File: src/hdl/udrb_pkg.sv
// shared types and codes for the uart dual ring buffer
// no dependencies; imported by the controller, datapath and top level
package udrb_pkg;

  localparam int unsigned IN_DATA_W  = 8;
  localparam int unsigned ACTION_W   = 3;
  localparam int unsigned OUT_DATA_W = 16;

  typedef enum logic [ACTION_W-1:0] {
    ACT_WRITE = 3'd0,
    ACT_READ  = 3'd1,
    ACT_RX    = 3'd2,
    ACT_TXE   = 3'd3,
    ACT_CLEAR = 3'd4
  } action_e;

  typedef enum logic [1:0] {
    ST_IDLE  = 2'b01,
    ST_FETCH = 2'b10
  } ctrl_state_e;

  // controller to datapath
  typedef struct packed {
    logic step;       // accept the current beat and update the queues
    logic load_byte;  // capture popped byte from ram into the result register
  } ctrl_cmd_t;

  // datapath to controller
  typedef struct packed {
    logic out_valid;  // result register holds a beat not yet taken
    logic pop_hit;    // current beat pops a byte from one of the rams
  } dp_status_t;

endpackage

File: src/hdl/udrb_ram.sv
// generic single write port, single read port ram with registered read
// no dependencies
module udrb_ram #(
  parameter int unsigned WIDTH = 8,
  parameter int unsigned DEPTH = 256
) (
  input  logic                     clk_i,
  input  logic                     we_i,
  input  logic [$clog2(DEPTH)-1:0] waddr_i,
  input  logic [WIDTH-1:0]         wdata_i,
  input  logic                     re_i,
  input  logic [$clog2(DEPTH)-1:0] raddr_i,
  output logic [WIDTH-1:0]         rdata_o
);

  logic [WIDTH-1:0] mem_q [DEPTH];
  logic [WIDTH-1:0] rdata_q;

  always_ff @(posedge clk_i) begin
    if (we_i) begin
      mem_q[waddr_i] <= wdata_i;
    end
    if (re_i) begin
      rdata_q <= mem_q[raddr_i];
    end
  end

  assign rdata_o = rdata_q;

endmodule

File: src/hdl/udrb_ctrl.sv
// controller for the uart dual ring buffer: input handshake and fetch sequencing
// depends on udrb_pkg
module udrb_ctrl
  import udrb_pkg::*;
(
  input  logic       clk_i,
  input  logic       rst_ni,
  input  logic       s_tvalid_i,
  input  logic       m_tready_i,
  input  dp_status_t status_i,
  output logic       s_tready_o,
  output ctrl_cmd_t  cmd_o
);

  ctrl_state_e state_q, state_d;
  logic        accept;

  // a new beat may enter while the previous result is being taken
  assign s_tready_o = (state_q == ST_IDLE) && (!status_i.out_valid || m_tready_i);
  assign accept     = s_tvalid_i && s_tready_o;

  always_comb begin
    state_d         = state_q;
    cmd_o.step      = 1'b0;
    cmd_o.load_byte = 1'b0;
    unique case (state_q)
      ST_IDLE: begin
        if (accept) begin
          cmd_o.step = 1'b1;
          if (status_i.pop_hit) begin
            state_d = ST_FETCH;
          end
        end
      end
      ST_FETCH: begin
        cmd_o.load_byte = 1'b1;
        state_d         = ST_IDLE;
      end
      default: begin
        state_d = ST_IDLE;
      end
    endcase
  end

  always_ff @(posedge clk_i or negedge rst_ni) begin
    if (!rst_ni) begin
      state_q <= ST_IDLE;
    end else begin
      state_q <= state_d;
    end
  end

endmodule

File: src/hdl/udrb_dp.sv
// datapath for the uart dual ring buffer: ring pointers, flags, both rams, result register
// depends on udrb_pkg and udrb_ram
module udrb_dp
  import udrb_pkg::*;
#(
  parameter int unsigned BUF_DEPTH = 256
) (
  input  logic                  clk_i,
  input  logic                  rst_ni,
  input  ctrl_cmd_t             cmd_i,
  input  logic [ACTION_W-1:0]   action_i,
  input  logic [IN_DATA_W-1:0]  data_i,
  input  logic                  m_tready_i,
  output dp_status_t            status_o,
  output logic                  m_tvalid_o,
  output logic [OUT_DATA_W-1:0] m_tdata_o
);

  localparam int unsigned PTR_W = $clog2(BUF_DEPTH);
  localparam logic [PTR_W-1:0] PTR_LAST = PTR_W'(BUF_DEPTH - 1);

  function automatic logic [PTR_W-1:0] ptr_next(input logic [PTR_W-1:0] p);
    return (p == PTR_LAST) ? '0 : p + 1'b1;
  endfunction

  logic [PTR_W-1:0] rx_head_q, rx_head_d, rx_tail_q, rx_tail_d;
  logic [PTR_W-1:0] tx_head_q, tx_head_d, tx_tail_q, tx_tail_d;
  logic             rx_ovf_q, rx_ovf_d;
  logic             tx_irq_q, tx_irq_d;

  logic             out_valid_q, out_valid_d;
  logic             out_ok_q, out_ok_d;
  logic [7:0]       out_byte_q, out_byte_d;
  logic             out_notice_q, out_notice_d;
  logic             out_irq_q, out_irq_d;
  logic             out_ovf_q, out_ovf_d;
  logic             pop_tx_q, pop_tx_d;

  logic             rx_full, rx_empty, tx_full, tx_empty;
  logic             rx_we, rx_re, tx_we, tx_re;
  logic             ok, notice;
  logic [7:0]       rx_rdata, tx_rdata;
  action_e          action;

  assign action   = action_e'(action_i);
  assign rx_full  = (ptr_next(rx_head_q) == rx_tail_q);
  assign tx_full  = (ptr_next(tx_head_q) == tx_tail_q);
  assign rx_empty = (rx_tail_q == rx_head_q);
  assign tx_empty = (tx_tail_q == tx_head_q);

  always_comb begin
    rx_head_d = rx_head_q;
    rx_tail_d = rx_tail_q;
    tx_head_d = tx_head_q;
    tx_tail_d = tx_tail_q;
    rx_ovf_d  = rx_ovf_q;
    tx_irq_d  = tx_irq_q;
    rx_we     = 1'b0;
    rx_re     = 1'b0;
    tx_we     = 1'b0;
    tx_re     = 1'b0;
    ok        = 1'b0;
    notice    = 1'b0;
    unique case (action)
      ACT_WRITE: begin
        if (!tx_full) begin
          tx_we     = 1'b1;
          tx_head_d = ptr_next(tx_head_q);
          tx_irq_d  = 1'b1;
          ok        = 1'b1;
        end
      end
      ACT_READ: begin
        // a pending overflow is reported before anything is popped
        if (rx_ovf_q) begin
          rx_ovf_d = 1'b0;
          ok       = 1'b1;
          notice   = 1'b1;
        end else if (!rx_empty) begin
          rx_re     = 1'b1;
          rx_tail_d = ptr_next(rx_tail_q);
          ok        = 1'b1;
        end
      end
      ACT_RX: begin
        if (!rx_full) begin
          rx_we     = 1'b1;
          rx_head_d = ptr_next(rx_head_q);
          ok        = 1'b1;
        end else begin
          rx_ovf_d = 1'b1;
        end
      end
      ACT_TXE: begin
        if (!tx_empty) begin
          tx_re     = 1'b1;
          tx_tail_d = ptr_next(tx_tail_q);
          ok        = 1'b1;
        end else begin
          tx_irq_d = 1'b0;
        end
      end
      ACT_CLEAR: begin
        rx_head_d = '0;
        rx_tail_d = '0;
        tx_head_d = '0;
        tx_tail_d = '0;
        rx_ovf_d  = 1'b0;
        tx_irq_d  = 1'b0;
      end
      default: begin
      end
    endcase
  end

  assign status_o.pop_hit   = rx_re || tx_re;
  assign status_o.out_valid = out_valid_q;

  always_comb begin
    out_valid_d  = out_valid_q;
    out_ok_d     = out_ok_q;
    out_byte_d   = out_byte_q;
    out_notice_d = out_notice_q;
    out_irq_d    = out_irq_q;
    out_ovf_d    = out_ovf_q;
    pop_tx_d     = pop_tx_q;
    if (m_tready_i) begin
      out_valid_d = 1'b0;
    end
    if (cmd_i.step) begin
      out_ok_d     = ok;
      out_byte_d   = '0;
      out_notice_d = notice;
      out_irq_d    = tx_irq_d;
      out_ovf_d    = rx_ovf_d;
      pop_tx_d     = tx_re;
      // a pop waits in the fetch state for the registered ram read
      if (!(rx_re || tx_re)) begin
        out_valid_d = 1'b1;
      end
    end
    if (cmd_i.load_byte) begin
      out_byte_d  = pop_tx_q ? tx_rdata : rx_rdata;
      out_valid_d = 1'b1;
    end
  end

  always_ff @(posedge clk_i or negedge rst_ni) begin
    if (!rst_ni) begin
      rx_head_q   <= '0;
      rx_tail_q   <= '0;
      tx_head_q   <= '0;
      tx_tail_q   <= '0;
      rx_ovf_q    <= 1'b0;
      tx_irq_q    <= 1'b0;
      out_valid_q <= 1'b0;
    end else begin
      if (cmd_i.step) begin
        rx_head_q <= rx_head_d;
        rx_tail_q <= rx_tail_d;
        tx_head_q <= tx_head_d;
        tx_tail_q <= tx_tail_d;
        rx_ovf_q  <= rx_ovf_d;
        tx_irq_q  <= tx_irq_d;
      end
      out_valid_q <= out_valid_d;
    end
  end

  always_ff @(posedge clk_i) begin
    out_ok_q     <= out_ok_d;
    out_byte_q   <= out_byte_d;
    out_notice_q <= out_notice_d;
    out_irq_q    <= out_irq_d;
    out_ovf_q    <= out_ovf_d;
    pop_tx_q     <= pop_tx_d;
  end

  udrb_ram #(
    .WIDTH (8),
    .DEPTH (BUF_DEPTH)
  ) u_rx_ram (
    .clk_i   (clk_i),
    .we_i    (cmd_i.step && rx_we),
    .waddr_i (rx_head_q),
    .wdata_i (data_i),
    .re_i    (cmd_i.step && rx_re),
    .raddr_i (rx_tail_q),
    .rdata_o (rx_rdata)
  );

  udrb_ram #(
    .WIDTH (8),
    .DEPTH (BUF_DEPTH)
  ) u_tx_ram (
    .clk_i   (clk_i),
    .we_i    (cmd_i.step && tx_we),
    .waddr_i (tx_head_q),
    .wdata_i (data_i),
    .re_i    (cmd_i.step && tx_re),
    .raddr_i (tx_tail_q),
    .rdata_o (tx_rdata)
  );

  assign m_tvalid_o = out_valid_q;
  assign m_tdata_o  = {4'b0000, out_ovf_q, out_irq_q, out_notice_q, out_byte_q, out_ok_q};

endmodule

File: src/hdl/uart_dual_ring_buffer_top.sv
// top level of the uart dual ring buffer: controller plus datapath
// depends on udrb_pkg, udrb_ctrl, udrb_dp (and through it udrb_ram)

// Receive and transmit byte queues for a uart, each a ring of BUF_DEPTH bytes that holds up
// to BUF_DEPTH-1 entries. One input beat is one event (kind in tuser: cpu write, cpu read,
// line byte received, transmit register empty, clear buffers); each gives exactly one
// result beat. An event that pops a byte goes through the fetch state, since the byte comes
// through the registered read port of the queue ram, and no new event is taken in that
// state; any other event skips it. The result waits in an output register, and a new
// event is taken in the same cycle that the waiting result is taken. Ram contents are not
// cleared at reset or by a clear event; only the pointers and flags are.
module uart_dual_ring_buffer_top
  import udrb_pkg::*;
#(
  parameter int unsigned BUF_DEPTH = 256
) (
  input  logic                  clk_i,
  input  logic                  rst_ni,
  input  logic                  s_tvalid_i,
  output logic                  s_tready_o,
  input  logic [IN_DATA_W-1:0]  s_tdata_i,   // [7:0] data_in
  input  logic [ACTION_W-1:0]   s_tuser_i,   // [2:0] action
  output logic                  m_tvalid_o,
  input  logic                  m_tready_i,
  // [0] ok, [8:1] byte_out, [9] overflow_notice, [10] tx_irq_on,
  // [11] overflow_pending, [15:12] zero
  output logic [OUT_DATA_W-1:0] m_tdata_o
);

  ctrl_cmd_t  cmd;
  dp_status_t status;

  udrb_ctrl u_ctrl (
    .clk_i      (clk_i),
    .rst_ni     (rst_ni),
    .s_tvalid_i (s_tvalid_i),
    .m_tready_i (m_tready_i),
    .status_i   (status),
    .s_tready_o (s_tready_o),
    .cmd_o      (cmd)
  );

  udrb_dp #(
    .BUF_DEPTH (BUF_DEPTH)
  ) u_dp (
    .clk_i      (clk_i),
    .rst_ni     (rst_ni),
    .cmd_i      (cmd),
    .action_i   (s_tuser_i),
    .data_i     (s_tdata_i),
    .m_tready_i (m_tready_i),
    .status_o   (status),
    .m_tvalid_o (m_tvalid_o),
    .m_tdata_o  (m_tdata_o)
  );

endmodule
File: config.mk
export PLATFORM = sky130hd
export DESIGN_NAME = uart_dual_ring_buffer_top
export DESIGN_NICKNAME = d
export VERILOG_FILES = /design/src/hdl/udrb_pkg.sv /design/src/hdl/udrb_ram.sv /design/src/hdl/udrb_ctrl.sv /design/src/hdl/udrb_dp.sv /design/src/hdl/uart_dual_ring_buffer_top.sv
export SDC_FILE = /design/constraint.sdc
export NUM_CORES = 2
export LEC_CHECK = 0
export BUFFER_PORTS_ARGS = -buffer_cell sky130_fd_sc_hd__buf_2
export CAP_MARGIN = 10
export CORE_MARGIN = 2
export CORE_UTILIZATION = 27
export CTS_BUF_LIST = sky130_fd_sc_hd__clkbuf_4 sky130_fd_sc_hd__clkbuf_8
export DETAILED_ROUTE_END_ITERATION = 16
export GPL_TIMING_DRIVEN = 1
export PLACE_DENSITY = 0.41
export SLEW_MARGIN = 15
export SYNTH_ARGS = -nofsm -noshare
export SYNTH_HDL_FRONTEND = slang
export SYNTH_SLANG_ARGS = --single-unit
File: constraint.sdc
create_clock -name clk_i -period 3.9 [get_ports clk_i]
set_clock_uncertainty 0.15 [all_clocks]
set_input_delay 0.39 -clock clk_i [delete_from_list [all_inputs] [get_ports clk_i]]
set_output_delay 0.39 -clock clk_i [all_outputs]
set_load 0.005 [all_outputs]
### Word-level counts from Yosys, hierarchy flattened

Memories as Yosys holds them, arrays and structs flattened. A register that Yosys moved wholly into a read port is not among the register bits.
Index checks and enable logic that the tools add are counted.

* equal/unequal tests: 21
* $add $sub $neg: 4
* reductions and logical operators: 21
* multiplexer cells: 47

Operator list (count)
* 8-bit two-way mux: 12
* 8-bit one-hot mux with 2 select lines: 4
* 8-bit by 1-bit adder with 8-bit output, second input constant: 4
* 8-bit equality test: 4
* 8-bit equality test, second input constant: 4
* 1-bit two-way mux: 25
* 2-bit inequality test, second input constant: 6
* 2-bit nonzero test: 5
* 3-bit AND reduction: 3
* 3-bit by 2-bit equality test with 1-bit output, second input constant: 2
* 1-bit logical AND: 6
* 2-bit two-way mux: 3
* 1-bit one-hot mux with 4 select lines: 1
* 4-bit AND reduction: 1
* 3-bit by 1-bit equality test with 1-bit output, second input constant: 1
* 3-bit equality test, second input constant: 1
* 3-bit logical NOT: 1
* 1-bit one-hot mux with 3 select lines: 1
* 2-bit by 1-bit equality test with 1-bit output, second input constant: 1
* 2-bit equality test, second input constant: 1
* 1-bit logical OR: 2
* 2-bit by 1-bit inequality test with 1-bit output, second input constant: 1
* 1-bit one-hot mux with 2 select lines: 1
* 2-bit AND reduction: 1
* other kinds (2): 2

* register bits: 50
* memories: 2
* logic and storage cells: 109
* memory bits (writable): 4096
* output and inout bits: 18

Memory list
* u_dp.u_rx_ram.mem_q: depth 256, bits a word 8, read ports 1, clocked after memory_dff 1, wr ports 1, RTL line udrb_ram.sv:16 `logic [WIDTH-1:0] mem_q [DEPTH];`
* u_dp.u_tx_ram.mem_q: depth 256, bits a word 8, read ports 1, clocked after memory_dff 1, wr ports 1, RTL line udrb_ram.sv:16

### Logic depth before layout (Yosys ltp)

* word-level depth: 9
* mapped depth: 14
* mapped depth without buffers: 9

### Hierarchy

Synthesis repeated with hierarchy kept, for this count alone.

* cells, all modules: 7866
* area total of the unflattened synthesis: 162793.6 µm²

By module, submodules not included
* udrb_ram: cells each 3733, instances 2, area an instance 79636.4 µm²
* udrb_dp: cells each 391, instances 1, area an instance 3403.3 µm²
* udrb_ctrl: cells each 9, instances 1, area an instance 117.6 µm²

### Worst setup path before layout

No wires, ideal clock.

* path kind: reg-to-reg
* start point: reg u_dp.tx_head_q[1]
* end point: mem u_dp.u_tx_ram.mem_q[175][0] (enable)
* arrival: 3.068 ns
* slack: 0.284 ns
* library setup time: 0.398 ns
* stages on the path, launching flop included: 12
* required time: 3.352 ns
* clock period less this slack: 3.616 ns
* cells stage by stage: dfrtp_1 ha_1 and3_1 buf_1 a21boi_0 o22ai_1 xnor2_1 o31a_1 buf_6 buf_2 nand2_2 nor4b_1

* word-level cells in the longest chain between the ends: 8
* elaborated cells on any way between the ends: 9
* those cells by class: add/sub: 1; eq/ne: 2; mux: 5; reduce/logical: 1

RTL lines
* from (decl): RTL line udrb_dp.sv:27 `logic [PTR_W-1:0] tx_head_q, tx_head_d, tx_tail_q, tx_tail_d;`
* from (signal assigned): RTL line udrb_dp.sv:161 `tx_head_q <= tx_head_d;`
* 8-bit by 1-bit adder with 8-bit output / 8-bit equality test (equally long branches): RTL line udrb_dp.sv:23 `return (p == PTR_LAST) ? '0 : p + 1'b1;`
* 8-bit two-way mux: RTL line udrb_dp.sv:23
* 8-bit equality test: RTL line udrb_dp.sv:47 `assign tx_full = (ptr_next(tx_head_q) == tx_tail_q);`
* 1-bit two-way mux: RTL line udrb_dp.sv:66 `if (!tx_full) begin`
* 1-bit two-way mux: RTL line udrb_dp.sv:64 `unique case (action)`
* 1-bit logical AND: RTL line udrb_dp.sv:197 `.we_i (cmd_i.step && tx_we),`
* 1-bit two-way mux: RTL line udrb_ram.sv:20 `if (we_i) begin`
* 1-bit two-way mux (not written as such): RTL line udrb_ram.sv:21 `mem_q[waddr_i] <= wdata_i;`
* to (decl): RTL line udrb_ram.sv:16

Several ways; a longest one is shown, not always the timed one.

### Worst setup path in the final report

* start point: reg u_dp.rx_tail_q[0]
* end point: reg u_dp.u_rx_ram.rdata_q[5], in the netlist u_dp.u_rx_ram.rdata_o[5], read port of u_dp.u_rx_ram.mem_q (data pin)

* word-level cells in the longest chain between the ends: 5

RTL lines
* from (decl): RTL line udrb_dp.sv:26 `logic [PTR_W-1:0] rx_head_q, rx_head_d, rx_tail_q, rx_tail_d;`
* from (signal assigned): RTL line udrb_dp.sv:160 `rx_tail_q <= rx_tail_d;`
* 8-bit equality test: RTL line udrb_dp.sv:48 `assign rx_empty = (rx_tail_q == rx_head_q);`
* 1-bit two-way mux: RTL line udrb_dp.sv:79 `end else if (!rx_empty) begin`
* 1-bit two-way mux: RTL line udrb_dp.sv:75 `if (rx_ovf_q) begin`
* 1-bit two-way mux: RTL line udrb_dp.sv:64
* 1-bit logical AND: RTL line udrb_dp.sv:187 `.re_i (cmd_i.step && rx_re),`
* to (decl): RTL line udrb_ram.sv:17 `logic [WIDTH-1:0] rdata_q;`

Several ways; a longest one is shown, not always the timed one.
A chain may end at the register's enable or synchronous reset.

==> run_results.csv <==
group,metric,value,unit
pwr,vdd_ir_drop_max,0.000494,V
pwr,leakagePower,0.0631,uW
route,routedWlPerCell,29.0,um
critical_path,worstPathMaxFanout,17,
critical_path,kind_of_launch_point_of_the_worst_setup_path,"flop",
timing,fmaxAchievable,260,MHz
final_layout,flow.area_growth_from_synthesis,20.4,%
route,drt-vias-per-instance,4.82,
critical_path,critical_path.endpoint_type,"flop",
grt,first_pass_grt_wire_length,733,mm
yosys,synth-edff-count,4125,
grt,antenna_found_initial,58,
placement,place_inst,17000,
final_layout,filler_cell_count,57500,
final_layout,nets,9681,
timing,post-route-period-util,0.986,
grt,first_global_vias,91300,
die,core.rowCount,285,
clocking,cts_htree_levels,6,
grt,grt-ovfl-total,0,
route,maxUsedRoutingLayer,"met5",
final_layout,post_route_cells_drive_above_1_share,0.328,
route,via_count,88000,
timing,drv_slew,0,
critical_path,required_time_of_the_critical_path,4.75,ns
critical_path,timing.critical_path.arrival,4.70,ns
grt,grt_usage,0.168,
placement,place_hpwl,336,mm
timing,worst_slack,0.0560,ns
die,start_util,0.271,
grt,grt_max_degree,117,
flow_run,cap_viol_max_count,0,
timing,slew_headroom,0.272,
yosys,synth_top_cells_by_area,"sky130_fd_sc_hd__edfxtp_1 76%, sky130_fd_sc_hd__mux4_2 11%, sky130_fd_sc_hd__mux2i_1 3.5%",
route,met1Wirelength,240,mm
yosys,post-synth-top-count-cell,"sky130_fd_sc_hd__edfxtp_1",
clocking,total_clock_buffers_created_by_cts,690,
die,num_io_pins,33,
pwr,design_power_total,122000,uW
yosys,synth-seq-cells,4162,
timing,worst_margin_pin_slew,1.09,ns
route,dr.first_iter.drc_count,8858,
yosys,ys_seq_area_frac,0.763,
yosys,post-synth-top-area-fraction,0.758,
yosys,synth_common_cells,"4125 x sky130_fd_sc_hd__edfxtp_1, 830 x sky130_fd_sc_hd__mux4_2, 596 x sky130_fd_sc_hd__nor2_1",
yosys,postSynthCellCount,8132,
route,detailroute.wirelength.met2,242,mm
clocking,cts.clk_slew.worst_paths,0.06,ns
yosys,postSynth.asyncResetShare,0.00889,
final_layout,layout.area.seq,125000,um2
die,floorplan.core_area,603000,um2
clocking,clock_insertion_delay_worst_skew,1.30,ns
die,dieWidth,782,um
yosys,ys_types,82,
timing,min_period,3.84,ns
final_layout,multiInputGateArea,36200,um2
die,fp.dieArea,612000,um2
yosys,synth_largest_area_cell,"sky130_fd_sc_hd__edfxtp_1",
route,drt_total_wl,528,mm
die,chip_height,782,um
timing,report.final.setup_viol,0,
timing,grt_setup_unrepaired,"no",
route,ant_nets,0,
pwr,power_per_cell_area,618,nW/um2
placement,port-buffer-count,28,
clocking,cts-root-buf,"sky130_fd_sc_hd__clkbuf_8",
route,met3RoutedLength,32.1,mm
route,post-route-drc-count,0,
placement,gp_congestion,0.838,
route,drt_first_pass_iters,6,
worst_hold_path,hold_path.class,"primary input to flop",
clocking,cts_buffer_depth,4,
final_layout,layoutNonFillerInstCount,18200,
yosys,synth_warnings,0,
run_status,outcome,"complete, no violations",
yosys,synth_ff_type,"sky130_fd_sc_hd__edfxtp_1",
yosys,mappedNetlistArea,164000,um2
yosys,syn_area_per_cell,20.1,um2
critical_path,critPathKind,"flop to flop",
clocking,cts_tree,"built",
placement,place_ws,-0.144,ns
timing,timing.final.hold_violations,0,
clocking,cts_num_sinks,4162,
-- layout by cell type (no fill, tap or decap), types with 16 or more instances in the layout --
master	instances
sky130_fd_sc_hd__clkinv_2	71
sky130_fd_sc_hd__a22oi_1	47
sky130_fd_sc_hd__mux4_2	830
sky130_fd_sc_hd__edfxtp_1	4125
sky130_fd_sc_hd__dfrtp_1	22
sky130_fd_sc_hd__o21ai_0	133
sky130_fd_sc_hd__a21oi_1	174
sky130_fd_sc_hd__bufinv_16	18
sky130_fd_sc_hd__o221ai_1	131
sky130_fd_sc_hd__o22ai_1	71
sky130_fd_sc_hd__nand4_1	21
sky130_fd_sc_hd__a211oi_1	18
sky130_fd_sc_hd__buf_12	167
sky130_fd_sc_hd__xnor2_1	22
sky130_fd_sc_hd__nor3_1	55
sky130_fd_sc_hd__clkbuf_8	708
sky130_fd_sc_hd__a221oi_1	95
sky130_fd_sc_hd__dlygate4sd3_1	25
sky130_fd_sc_hd__buf_4	1139
sky130_fd_sc_hd__o211ai_1	20
sky130_fd_sc_hd__inv_6	16
sky130_fd_sc_hd__a31oi_1	35
sky130_fd_sc_hd__clkbuf_4	212
sky130_fd_sc_hd__o31ai_1	24
sky130_fd_sc_hd__nand2_1	195
sky130_fd_sc_hd__clkinv_1	179
sky130_fd_sc_hd__nor2_1	593
sky130_fd_sc_hd__buf_2	20
sky130_fd_sc_hd__nand2b_1	22
sky130_fd_sc_hd__mux2i_1	568
sky130_fd_sc_hd__inv_1	21
sky130_fd_sc_hd__nand3_1	34
-- area by class of cell --
type,instances,area share
Clock inverter,304,0.00976
Antenna cell,14,0.000178
Tap cell,8036,0.0511
Inverter,28,0.000604
Timing Repair Buffer,1362,0.0631
Sequential cell,4162,0.634
Multi-Input combinational cell,3412,0.184
Clock buffer,920,0.0576
-- critical path, stage by stage, from the launching register on --
cell,delay (ns)
sky130_fd_sc_hd__dfrtp_4,0.63
sky130_fd_sc_hd__buf_12,0.24
sky130_fd_sc_hd__buf_4,0.29
sky130_fd_sc_hd__mux4_2,0.52
sky130_fd_sc_hd__o21ai_0,0.70
sky130_fd_sc_hd__a221oi_1,0.31
sky130_fd_sc_hd__or3_1,0.39
sky130_fd_sc_hd__o211ai_1,0.15
sky130_fd_sc_hd__o211ai_1,0.14
-- where the power goes --
group          switching (uW)  internal, uW  leakage, uW
combinational           19900         14100       0.0186
sequential                492         49400       0.0375
clock                   17800         20100      0.00701
-- per-stage QoR --
step                utilization  area (um2)  hold WS [ns]  setup TNS, ns
detailed placement        0.304      183000         0.255         -0.465
global placement          0.304      183000         0.255          -1.61
global route              0.327      197000        0.0623              0
floorplan                     -      164000       -0.0556              0
CTS                       0.326      197000       0.00234              0
finish                    0.327      197000         0.122              0
-- routing by layer --
layer	GRT usage	vias to the layer above
met5	0	-
met4	0.0417	6
met3	0.0276	748
met2	0.266	2983
met1	0.241	47400
li1	-	36900
-- cells by family after synthesis --
group / share of synthesized area
AO/OA/AOI/OAI: 0.0380
XOR/XNOR: 0.00134
adder cells (fa/ha/maj): 0.000765
buffers and inverters: 0.0175
flip-flops: 0.763
multiplexers: 0.150
other: 0.0000229
AND/OR/NAND/NOR: 0.0291
-- worst paths after layout --
check | from | to | slack [ns] | depth (start not counted)
worst max-delay path | u_dp.rx_tail_q[0] | u_dp.u_rx_ram.rdata_o[5] | 0.06 | 8
worst min-delay path | s_tdata_i[7] | u_dp.u_tx_ram.mem_q[25][7] | 0.12 | 2
worst max register to register | u_dp.rx_tail_q[0] | u_dp.u_rx_ram.rdata_o[5] | 0.06 | 8
worst min register to register | u_dp.tx_irq_q | u_dp.out_irq_q | 0.45 | 1
max in group asynchronous | rst_ni | u_dp.tx_tail_q[2] | 1.79 | 4
min in group asynchronous | rst_ni | u_dp.m_tvalid_o | 0.41 | 4
-- flip-flops by register name, summed over array words and instances (netlist names), 2 cells and up --
register / cells
u_dp.rx_head_q: 8
u_dp.tx_tail_q: 8
u_ctrl.state_q: 2
u_dp.u_rx_ram.rdata_o: 8
u_dp.out_byte_q: 8
u_dp.u_tx_ram.mem_q: 2048
u_dp.u_tx_ram.rdata_o: 8
u_dp.rx_tail_q: 8
u_dp.u_rx_ram.mem_q: 2048
u_dp.tx_head_q: 8
-- what timing repair did --
item	CTS	global route
hold buffers	26	0
endpoints found under the hold margin	4130	0
gates cloned	1	0
setup endpoints to repair	21	35
buffers inserted	7	2
resized for setup	8	17
Note: power is estimated with default switching activity, not from simulation.
